[src/hdl/sta_pkg.sv]
// Shared types and codes for the sparse triplet add/subtract block.
// No dependencies; imported by sta_ctrl and sparse_triplet_add_sub.
package sta_pkg;

	localparam int ROW_W = 10;
	localparam int COL_W = 10;
	localparam int VAL_W = 32;

	// input command codes; code 3 is unused and ignored
	typedef enum logic [1:0] {
		FUNC_LOAD_A = 2'd0,
		FUNC_LOAD_B = 2'd1,
		FUNC_START  = 2'd2
	} func_t;

	localparam logic OP_ADD = 1'b0;
	localparam logic OP_SUB = 1'b1;

	typedef enum logic [1:0] {
		ST_IDLE,
		ST_READ,
		ST_CMP,
		ST_FIN
	} state_t;

	// one result transaction
	typedef struct packed {
		logic [ROW_W-1:0] row;
		logic [COL_W-1:0] col;
		logic [VAL_W-1:0] val;
		logic             last;
		logic             empty_res;
		logic             overflow;
	} res_t;

endpackage

[src/hdl/sta_store.sv]
// Triplet store: single write port, single read port, registered read data.
// Standalone; instantiated twice by sparse_triplet_add_sub.
module sta_store #(
	parameter int DEPTH  = 32,
	parameter int DATA_W = 52,
	parameter int ADDR_W = 5
) (
	input  logic              clk,
	input  logic              we,
	input  logic [ADDR_W-1:0] waddr,
	input  logic [DATA_W-1:0] wdata,
	input  logic [ADDR_W-1:0] raddr,
	output logic [DATA_W-1:0] rdata
);

	logic [DATA_W-1:0] mem_q [DEPTH];
	logic [DATA_W-1:0] rdata_q;

	always_ff @(posedge clk) begin
		if (we) begin
			mem_q[waddr] <= wdata;
		end
		rdata_q <= mem_q[raddr];
	end

	assign rdata = rdata_q;

endmodule

[src/hdl/sta_ctrl.sv]
// Load, merge sequencer and output stage for the triplet add/subtract block.
// Depends on sta_pkg; drives the two sta_store memories.
module sta_ctrl #(
	parameter int ENTRY_DEPTH = 32,
	parameter int INDEX_BITS  = 10,
	parameter int ADDR_W      = 5,
	parameter int CNT_W       = 6,
	parameter int DATA_W      = 52
) (
	input  logic                      clk,
	input  logic                      arst_n,
	input  logic                      op_mode,
	input  logic                      in_valid,
	output logic                      in_ready,
	input  logic [1:0]                func,
	input  logic [sta_pkg::ROW_W-1:0] entry_row,
	input  logic [sta_pkg::COL_W-1:0] entry_col,
	input  logic [sta_pkg::VAL_W-1:0] entry_val,
	output logic                      we_a,
	output logic                      we_b,
	output logic [ADDR_W-1:0]         waddr,
	output logic [DATA_W-1:0]         wdata,
	output logic [ADDR_W-1:0]         raddr_a,
	output logic [ADDR_W-1:0]         raddr_b,
	input  logic [DATA_W-1:0]         rdata_a,
	input  logic [DATA_W-1:0]         rdata_b,
	output logic                      out_valid,
	input  logic                      out_ready,
	output sta_pkg::res_t             res
);

	import sta_pkg::*;

	localparam int EXT_W = INDEX_BITS + ROW_W;
	localparam logic [CNT_W-1:0] DEPTH_C = CNT_W'(ENTRY_DEPTH);

	typedef struct packed {
		logic in_ready;
		logic step_en;
		logic fin_en;
	} ctrl_t;

	state_t state_q, state_d;
	ctrl_t  ctl;

	logic [CNT_W-1:0] cnt_a_q, cnt_b_q, m_q, n_q;
	logic             ovf_q;
	logic             pend_valid_q, out_valid_q;
	res_t             pend_q, res_q, step_res, fin_res;

	logic accept, is_load_a, is_load_b, is_start, full_a, full_b;
	logic out_free, a_ok, b_ok, more, a_lt_b, a_eq_b, take_a, take_b, take_both;
	logic keep, load_out;

	logic [INDEX_BITS-1:0] a_row, a_col, b_row, b_col, sel_row, sel_col;
	logic [VAL_W-1:0]      a_val, b_val, sel_val;
	logic [EXT_W-1:0]      ld_row_ext, ld_col_ext, row_ext, col_ext;

	// input side
	assign accept    = in_valid && ctl.in_ready;
	assign is_load_a = (func == FUNC_LOAD_A);
	assign is_load_b = (func == FUNC_LOAD_B);
	assign is_start  = (func == FUNC_START);
	assign full_a    = (cnt_a_q >= DEPTH_C);
	assign full_b    = (cnt_b_q >= DEPTH_C);

	assign ld_row_ext = {{INDEX_BITS{1'b0}}, entry_row};
	assign ld_col_ext = {{INDEX_BITS{1'b0}}, entry_col};

	assign we_a  = accept && is_load_a && !full_a;
	assign we_b  = accept && is_load_b && !full_b;
	assign waddr = is_load_a ? cnt_a_q[ADDR_W-1:0] : cnt_b_q[ADDR_W-1:0];
	assign wdata = {ld_row_ext[INDEX_BITS-1:0], ld_col_ext[INDEX_BITS-1:0], entry_val};

	assign raddr_a = m_q[ADDR_W-1:0];
	assign raddr_b = n_q[ADDR_W-1:0];

	// heads of both stores
	assign a_row = rdata_a[DATA_W-1 -: INDEX_BITS];
	assign a_col = rdata_a[VAL_W +: INDEX_BITS];
	assign a_val = rdata_a[VAL_W-1:0];
	assign b_row = rdata_b[DATA_W-1 -: INDEX_BITS];
	assign b_col = rdata_b[VAL_W +: INDEX_BITS];
	assign b_val = rdata_b[VAL_W-1:0];

	assign a_ok   = (m_q < cnt_a_q);
	assign b_ok   = (n_q < cnt_b_q);
	assign more   = a_ok || b_ok;
	assign a_eq_b = (a_row == b_row) && (a_col == b_col);
	assign a_lt_b = (a_row < b_row) || ((a_row == b_row) && (a_col < b_col));

	assign take_a    = a_ok && (!b_ok || a_lt_b);
	assign take_b    = b_ok && (!a_ok || (!a_lt_b && !a_eq_b));
	assign take_both = a_ok && b_ok && a_eq_b;

	always_comb begin
		priority if (take_a) begin
			sel_row = a_row;
			sel_col = a_col;
			sel_val = a_val;
		end else if (take_b) begin
			sel_row = b_row;
			sel_col = b_col;
			sel_val = (op_mode == OP_SUB) ? (VAL_W'(0) - b_val) : b_val;
		end else begin
			sel_row = a_row;
			sel_col = a_col;
			sel_val = (op_mode == OP_SUB) ? (a_val - b_val) : (a_val + b_val);
		end
	end

	assign row_ext = {{ROW_W{1'b0}}, sel_row};
	assign col_ext = {{COL_W{1'b0}}, sel_col};

	always_comb begin
		step_res           = '0;
		step_res.row       = row_ext[ROW_W-1:0];
		step_res.col       = col_ext[COL_W-1:0];
		step_res.val       = sel_val;
		step_res.overflow  = ovf_q;
	end

	// closing transaction: the held survivor, or the empty marker
	always_comb begin
		if (pend_valid_q) begin
			fin_res = pend_q;
		end else begin
			fin_res           = '0;
			fin_res.empty_res = 1'b1;
			fin_res.overflow  = ovf_q;
		end
		fin_res.last = 1'b1;
	end

	assign keep     = (sel_val != '0);
	assign out_free = !out_valid_q || out_ready;
	// the held result goes out once a later survivor shows it is not last
	assign load_out = ctl.fin_en || (ctl.step_en && keep && pend_valid_q);

	// next state
	always_comb begin
		state_d = state_q;
		unique case (state_q)
			ST_IDLE: begin
				if (accept && is_start) begin
					state_d = ST_READ;
				end
			end
			ST_READ: begin
				state_d = ST_CMP;
			end
			ST_CMP: begin
				if (!more) begin
					state_d = ST_FIN;
				end else if (out_free) begin
					state_d = ST_READ;
				end
			end
			ST_FIN: begin
				if (out_free) begin
					state_d = ST_IDLE;
				end
			end
			default: state_d = ST_IDLE;
		endcase
	end

	// state outputs
	always_comb begin
		ctl = '0;
		unique case (state_q)
			ST_IDLE: ctl.in_ready = 1'b1;
			ST_READ: ctl = '0;
			ST_CMP:  ctl.step_en = more && out_free;
			ST_FIN:  ctl.fin_en = out_free;
			default: ctl = '0;
		endcase
	end

	always_ff @(posedge clk or negedge arst_n) begin
		if (!arst_n) begin
			state_q      <= ST_IDLE;
			cnt_a_q      <= '0;
			cnt_b_q      <= '0;
			m_q          <= '0;
			n_q          <= '0;
			ovf_q        <= 1'b0;
			pend_valid_q <= 1'b0;
			out_valid_q  <= 1'b0;
		end else begin
			state_q <= state_d;

			if (ctl.fin_en) begin
				cnt_a_q <= '0;
				cnt_b_q <= '0;
				ovf_q   <= 1'b0;
			end else begin
				if (we_a) begin
					cnt_a_q <= cnt_a_q + CNT_W'(1);
				end
				if (we_b) begin
					cnt_b_q <= cnt_b_q + CNT_W'(1);
				end
				if (accept && ((is_load_a && full_a) || (is_load_b && full_b))) begin
					ovf_q <= 1'b1;
				end
			end

			if (accept && is_start) begin
				m_q <= '0;
				n_q <= '0;
			end else if (ctl.step_en) begin
				if (take_a || take_both) begin
					m_q <= m_q + CNT_W'(1);
				end
				if (take_b || take_both) begin
					n_q <= n_q + CNT_W'(1);
				end
			end

			if (ctl.fin_en) begin
				pend_valid_q <= 1'b0;
			end else if (ctl.step_en && keep) begin
				pend_valid_q <= 1'b1;
			end

			if (load_out) begin
				out_valid_q <= 1'b1;
			end else if (out_ready) begin
				out_valid_q <= 1'b0;
			end
		end
	end

	// payload registers
	always_ff @(posedge clk) begin
		if (ctl.step_en && keep) begin
			pend_q <= step_res;
		end
		if (ctl.fin_en) begin
			res_q <= fin_res;
		end else if (load_out) begin
			res_q <= pend_q;
		end
	end

	assign in_ready  = ctl.in_ready;
	assign out_valid = out_valid_q;
	assign res       = res_q;

endmodule

[src/hdl/sparse_triplet_add_sub.sv]
// Top level of the sparse matrix triplet add/subtract merge.
// Depends on sta_pkg, sta_store and sta_ctrl.
//
//   channel | handshake             | payload
//   --------+-----------------------+----------------------------------------------
//   input   | in_valid / in_ready   | func, entry_row, entry_col, entry_val
//   output  | out_valid / out_ready | out_row, out_col, out_val, last, empty_res,
//           |                       | overflow
//   config  | cfg_we (no wait)      | cfg_wdata -> op_mode
//
// A load transaction makes one write into store A or B, or, if that store is
// full, sets the overflow flag. A start transaction runs the merge: each step
// reads both store heads (ST_READ), then compares and advances (ST_CMP); a
// last read and compare finds both stores exhausted, then ST_FIN sends the closing transaction.
// The synchronous read of the stores is why each step has its own read state.
// in_ready is high only while no merge is running. Reset clears counts, the
// overflow flag and op_mode; store contents are not cleared.
// A stalled output holds the merge in place; the output register lets the
// next load transaction in while the final result waits to be taken.
module sparse_triplet_add_sub #(
	parameter int ENTRY_DEPTH = 32,
	parameter int INDEX_BITS  = 10
) (
	input  logic                             clk,
	input  logic                             arst_n,
	input  logic                             in_valid,
	output logic                             in_ready,
	input  logic [1:0]                       func,
	input  logic [sta_pkg::ROW_W-1:0]        entry_row,
	input  logic [sta_pkg::COL_W-1:0]        entry_col,
	input  logic signed [sta_pkg::VAL_W-1:0] entry_val,
	output logic                             out_valid,
	input  logic                             out_ready,
	output logic [sta_pkg::ROW_W-1:0]        out_row,
	output logic [sta_pkg::COL_W-1:0]        out_col,
	output logic signed [sta_pkg::VAL_W-1:0] out_val,
	output logic                             last,
	output logic                             empty_res,
	output logic                             overflow,
	input  logic                             cfg_we,
	input  logic                             cfg_wdata
);

	import sta_pkg::*;

	localparam int ADDR_W = (ENTRY_DEPTH > 1) ? $clog2(ENTRY_DEPTH) : 1;
	localparam int CNT_W  = $clog2(ENTRY_DEPTH + 1);
	localparam int DATA_W = 2 * INDEX_BITS + VAL_W;

	logic              op_mode_q;
	logic              we_a, we_b;
	logic [ADDR_W-1:0] waddr, raddr_a, raddr_b;
	logic [DATA_W-1:0] wdata, rdata_a, rdata_b;
	res_t              res;

	// op_mode: the user must write it only while the block is idle; the block itself does not enforce this
	always_ff @(posedge clk or negedge arst_n) begin
		if (!arst_n) begin
			op_mode_q <= OP_ADD;
		end else if (cfg_we) begin
			op_mode_q <= cfg_wdata;
		end
	end

	sta_store #(
		.DEPTH  (ENTRY_DEPTH),
		.DATA_W (DATA_W),
		.ADDR_W (ADDR_W)
	) u_store_a (
		.clk   (clk),
		.we    (we_a),
		.waddr (waddr),
		.wdata (wdata),
		.raddr (raddr_a),
		.rdata (rdata_a)
	);

	sta_store #(
		.DEPTH  (ENTRY_DEPTH),
		.DATA_W (DATA_W),
		.ADDR_W (ADDR_W)
	) u_store_b (
		.clk   (clk),
		.we    (we_b),
		.waddr (waddr),
		.wdata (wdata),
		.raddr (raddr_b),
		.rdata (rdata_b)
	);

	sta_ctrl #(
		.ENTRY_DEPTH (ENTRY_DEPTH),
		.INDEX_BITS  (INDEX_BITS),
		.ADDR_W      (ADDR_W),
		.CNT_W       (CNT_W),
		.DATA_W      (DATA_W)
	) u_ctrl (
		.clk       (clk),
		.arst_n    (arst_n),
		.op_mode   (op_mode_q),
		.in_valid  (in_valid),
		.in_ready  (in_ready),
		.func      (func),
		.entry_row (entry_row),
		.entry_col (entry_col),
		.entry_val (entry_val),
		.we_a      (we_a),
		.we_b      (we_b),
		.waddr     (waddr),
		.wdata     (wdata),
		.raddr_a   (raddr_a),
		.raddr_b   (raddr_b),
		.rdata_a   (rdata_a),
		.rdata_b   (rdata_b),
		.out_valid (out_valid),
		.out_ready (out_ready),
		.res       (res)
	);

	// unpack the result transaction onto its ports
	assign out_row   = res.row;
	assign out_col   = res.col;
	assign out_val   = res.val;
	assign last      = res.last;
	assign empty_res = res.empty_res;
	assign overflow  = res.overflow;

endmodule
[config.mk]
export PLATFORM = sky130hd
export DESIGN_NAME = sparse_triplet_add_sub
export DESIGN_NICKNAME = d
export VERILOG_FILES = /design/src/hdl/sta_pkg.sv /design/src/hdl/sta_store.sv /design/src/hdl/sta_ctrl.sv /design/src/hdl/sparse_triplet_add_sub.sv
export SDC_FILE = /design/constraint.sdc
export NUM_CORES = 2
export LEC_CHECK = 0
export ABC_AREA = 1
export BUFFER_PORTS_ARGS = -buffer_cell sky130_fd_sc_hd__buf_2
export CORE_AREA = 2 2 903 455
export CTS_BUF_LIST = sky130_fd_sc_hd__clkbuf_16
export CTS_CLUSTER_SIZE = 10
export DETAILED_ROUTE_END_ITERATION = 6
export DIE_AREA = 0 0 905 457
export PLACE_DENSITY = 0.5
export REMOVE_ABC_BUFFERS = 1
export SYNTH_ARGS = -nofsm -noshare
export SYNTH_HDL_FRONTEND = slang
export SYNTH_SLANG_ARGS = --single-unit
[constraint.sdc]
create_clock -name clk -period 6.16 [get_ports clk]
set_clock_uncertainty 0.1 [all_clocks]
set_input_delay 0 -clock clk [delete_from_list [all_inputs] [get_ports clk]]
set_output_delay 0 -clock clk [all_outputs]
set_load 0.1 [all_outputs]
==> impl_results.md <==
- Status: finished with violations
- Failing checks: DRC
- Vias per inst: 5.75
- Post-synthesis sequential area ratio: 74.9%
- Routed wire length: 496 mm
- Comb pwr share: 34.0%
- R2R cell count: 26
- Final Max Tran Viols: 0
- Vias in the first global route: 87,200
- First-pass GRT wire length: 686 mm
- Setup crit start: u_store_b.rdata[0]
- Worst hold path depth: 4
- Die Height: 457 um
- Synthesized cell area: 141,000 um2
- Worst setup margin: 0.252 ns
- # Max-Cap Violations: 0
- Pleak: 52.6 nW
- DRT iter0 DRCs: 13,600
- Clock share of power: 27.7%
- Final period util: 95.9%
- Starting Density: 34.8%
- Critical Path AT: 6.44 ns
- Clk root buf: clkbuf_16
- Flop pwr share: 38.3%
- Internal power: 46.3 mW
- Reg clk slew, reported paths: 0.06 ns
- Final net count: 11,000
- Synthesis-to-finish area growth: 13.8%
- Routed len/inst: 30.0 um
- Post-place setup slack: 0.00976 ns
- Die Wd: 905 um
- DP Wirelength: 260 mm
- Fin crit period: 5.91 ns
- Layout Cells excl Fill: 16,500
- RR Startpoint: u_store_b.rdata[0]
- # H-tree levels: 5
- Hold Vio Cnt, Final: 0
- Placer Congestion: 0.924
- Yosys top cell area share: 72.9%
- CTS Buf Count: 400
- Post-DRT Antenna Nets: 0
- Max Fclk: 169 MHz
- Final Cell Area: 161,000 um2
- IO Port Bufs: 116
- # Post-CTS Setup Buffers: 0
- Sw Share: 39.3%
- Top cells by area, synth: edfxtp_1 73%, o21ai_0 6.5%, nor2_1 5.2%, o22ai_1 2.3%, clkbuf_1 1.8%
- Synth warnings: 0
- Flops & latches, synth: 3,570
- Die Footprint: 414,000 um2
- Synth area leader: edfxtp_1
- Syn avg cell area: 13.1 um2
- Ports: 117
- Cell Area, Placed: 149,000 um2
- Worst Hold Launch: cfg_wdata
- Core ar.: 407,000 um2
- Clock sinks: 3,570
- GRT Util Overall: 23.0%
- DR vias: 95,100
- Crit path required time: 6.69 ns
- Largest net degree at the start of global routing: 202
- Measured slew at the worst slew-check pin: 1.32 ns
- Max-slew headroom: 12.2%
- GRT overflow: 0
- Final setup fails: 0
- First-pass DRT Iterations: 7
- Worst-skew pair later-pin latency: 0.94 ns
- CP Max Fanout: 19
- Clock Path Buffers: 4
- Clock tree from TritonCTS: done
- Setup TNS: 0 ns
- Proportion of layout cells with a drive suffix above 1: 8.77%
- Placed Instances: 15,900
- DR DRC count: 1
- Peak supply drop: 0.000470 V
- CP Class: reg2reg
- Syn Inst Count: 10,800
- Sw Pwr: 30.0 mW
- Final core area utilization: 39.6%
- Unique masters post-synth: 53
- CP endpoint kind: register
- FP Rows: 166
- Antenna violations before repair: 47
- Startpoint Class: register
- Worst Hold Class: in2reg
- RSZ-0062 raised after global routing: false
- Pwr dens: 474 nW/um2
critical path, stage by stage (launching register included):
cell and delay (ns):
dfxtp_1 0.34, inv_1 0.12, ha_1 0.23, inv_1 0.11
nor3_1 0.72, nand3_1 0.14, nand2_1 0.12, nand2_1 0.06
nand2_1 0.05, o21ai_0 0.22, ha_1 0.49, nand2_1 0.14
nor2_1 0.30, nand2_1 0.21, nor3_1 0.17, nand2b_1 0.24
nand2_1 0.14, nand2_1 0.05, nand3_1 0.07, nand3_1 0.10
nand2_1 0.10, nand3_1 0.09, nor2_1 0.26, nand3_2 0.15
nand3_4 0.31, buf_4 0.39, a21oi_1 0.13
routing by layer:
| metal | up-vias | part of all wire (%) | track usage (%) |
|---|---|---|---|
| li1 | 40600 | - | - |
| met1 | 48800 | 47 | 37.1 |
| met2 | 5090 | 41 | 31.8 |
| met3 | 639 | 11 | 4.74 |
| met4 | 18 | 1.8 | 4.40 |
| met5 | - | 0.024 | 0 |
metrics by stage:
| step | hold slack [ns] | power, mW |
|---|---|---|
| finish | 0.0445 | 76.3 |
| detailed placement | 0.112 | 55.2 |
| CTS | 0.0119 | 76.3 |
| global route | 0.0691 | 79.9 |
| global placement | 0.0947 | 55.1 |
| floorplan | -0.396 | 43.4 |
placed cells by master (no fill, tap or decap), types with 17 or more instances in the layout:
master         synthesis  layout
a21oi_1              159     159
a21oi_2               48      48
a221oi_1             104     104
a31oi_1               53      53
a32oi_1               95      95
buf_12                 5      89
buf_2                 14     116
buf_4                  2     150
clkbuf_16              0     405
dfrtp_1               30      22
dfxtp_1              105     105
diode_2                0      17
dlygate4sd3_1          0      66
edfxtp_1            3435    3435
ha_1                  68      68
inv_1                280     427
nand2_1              607     604
nand3_1              240     240
nand4_1               21      21
nor2_1              1941    1934
nor3_1               127      63
nor3_2                 1      62
o21ai_0             1823    1823
o221ai_1             269     269
o22ai_1              517     517
xor2_1                21      21
power groups by stage:
stage	sequential [mW]	combinational (mW)	clock (mW)
finish	29.2	26.0	21.1
global route	29.3	28.1	22.5
floorplan	30.7	12.7	0
detailed placement	29.7	25.5	0
global placement	29.7	25.3	0
CTS	29.2	25.6	21.5
cells in the mapped netlist, drive strengths merged:
cell type  count
edfxtp      3435
nor2        1951
o21ai       1832
clkbuf       673
nand2        617
o22ai        517
inv          287
o221ai       269
nand3        250
a21oi        209
nor3         128
dfxtp        105
a221oi       104
a32oi         95
buf           68
ha            68
a31oi         53
dfrtp         30
or2           22
nand4         21
xor2          21
a211oi         8
o21bai         7
clkinv         5
nand3b         5
mux2i          4
xnor2          4
a21o           3
and2           3
nor3b          2
fa             1
nand2b         1
nor4           1
o21a           1
o31ai          1
state kept, by name, summed over array words and instances (netlist names), 2 cells and up:
| register | cells |
|---|---|
| u_ctrl.n_q | 6 |
| u_store_a.mem_q | 1664 |
| u_ctrl.cnt_a_q | 6 |
| u_store_b.rdata | 52 |
| u_ctrl.state_q | 2 |
| u_ctrl.m_q | 6 |
| u_ctrl.res | 55 |
| u_ctrl.cnt_b_q | 6 |
| u_ctrl.pend_q | 53 |
| u_store_b.mem_q | 1664 |
| u_store_a.rdata | 52 |
what timing repair did:
| action | CTS | global route |
|---|---|---|
| gates resized for setup | 1 | 4 |
| hold buffers | 67 | 0 |
| hold endpoints to repair | 3386 | 0 |
| setup endpoints to repair | 18 | 148 |
cell families after synthesis:
| group | share of synthesized area (%) |
|---|---|
| DFF | 74.9 |
| AOI/OAI and AO/OA | 12.9 |
| and+or+nand+nor | 8.51 |
| buffers and inverters | 2.86 |
| adders and majority gates | 0.616 |
| xor gates and xnor gates | 0.155 |
| muxes | 0.0283 |
final timing paths:
| path | endpoint | slack, ns |
|---|---|---|
| worst min-delay path | op_mode_q | 0.04 |
| min in group asynchronous | u_ctrl.cnt_b_q[1] | 0.30 |
| worst max register to register | u_ctrl.res[4] | 0.25 |
| worst max-delay path | u_ctrl.res[4] | 0.25 |
| worst min register to register | u_ctrl.pend_q[0] | 0.37 |
| max in group asynchronous | u_ctrl.pend_valid_q | 5.40 |
cell type report:
type	instances	area, um2
Timing Repair Buffer	421	4150
Sequential cell	3570	106000
Multi-Input combinational cell	6198	31800
Clock buffer	405	10100
Antenna cell	17	42.5
Inverter	292	1160
Tap cell	5460	6830
Clock inverter	177	877
Fill cell	37700	246000
Note: power is estimated with default switching activity, not from simulation.
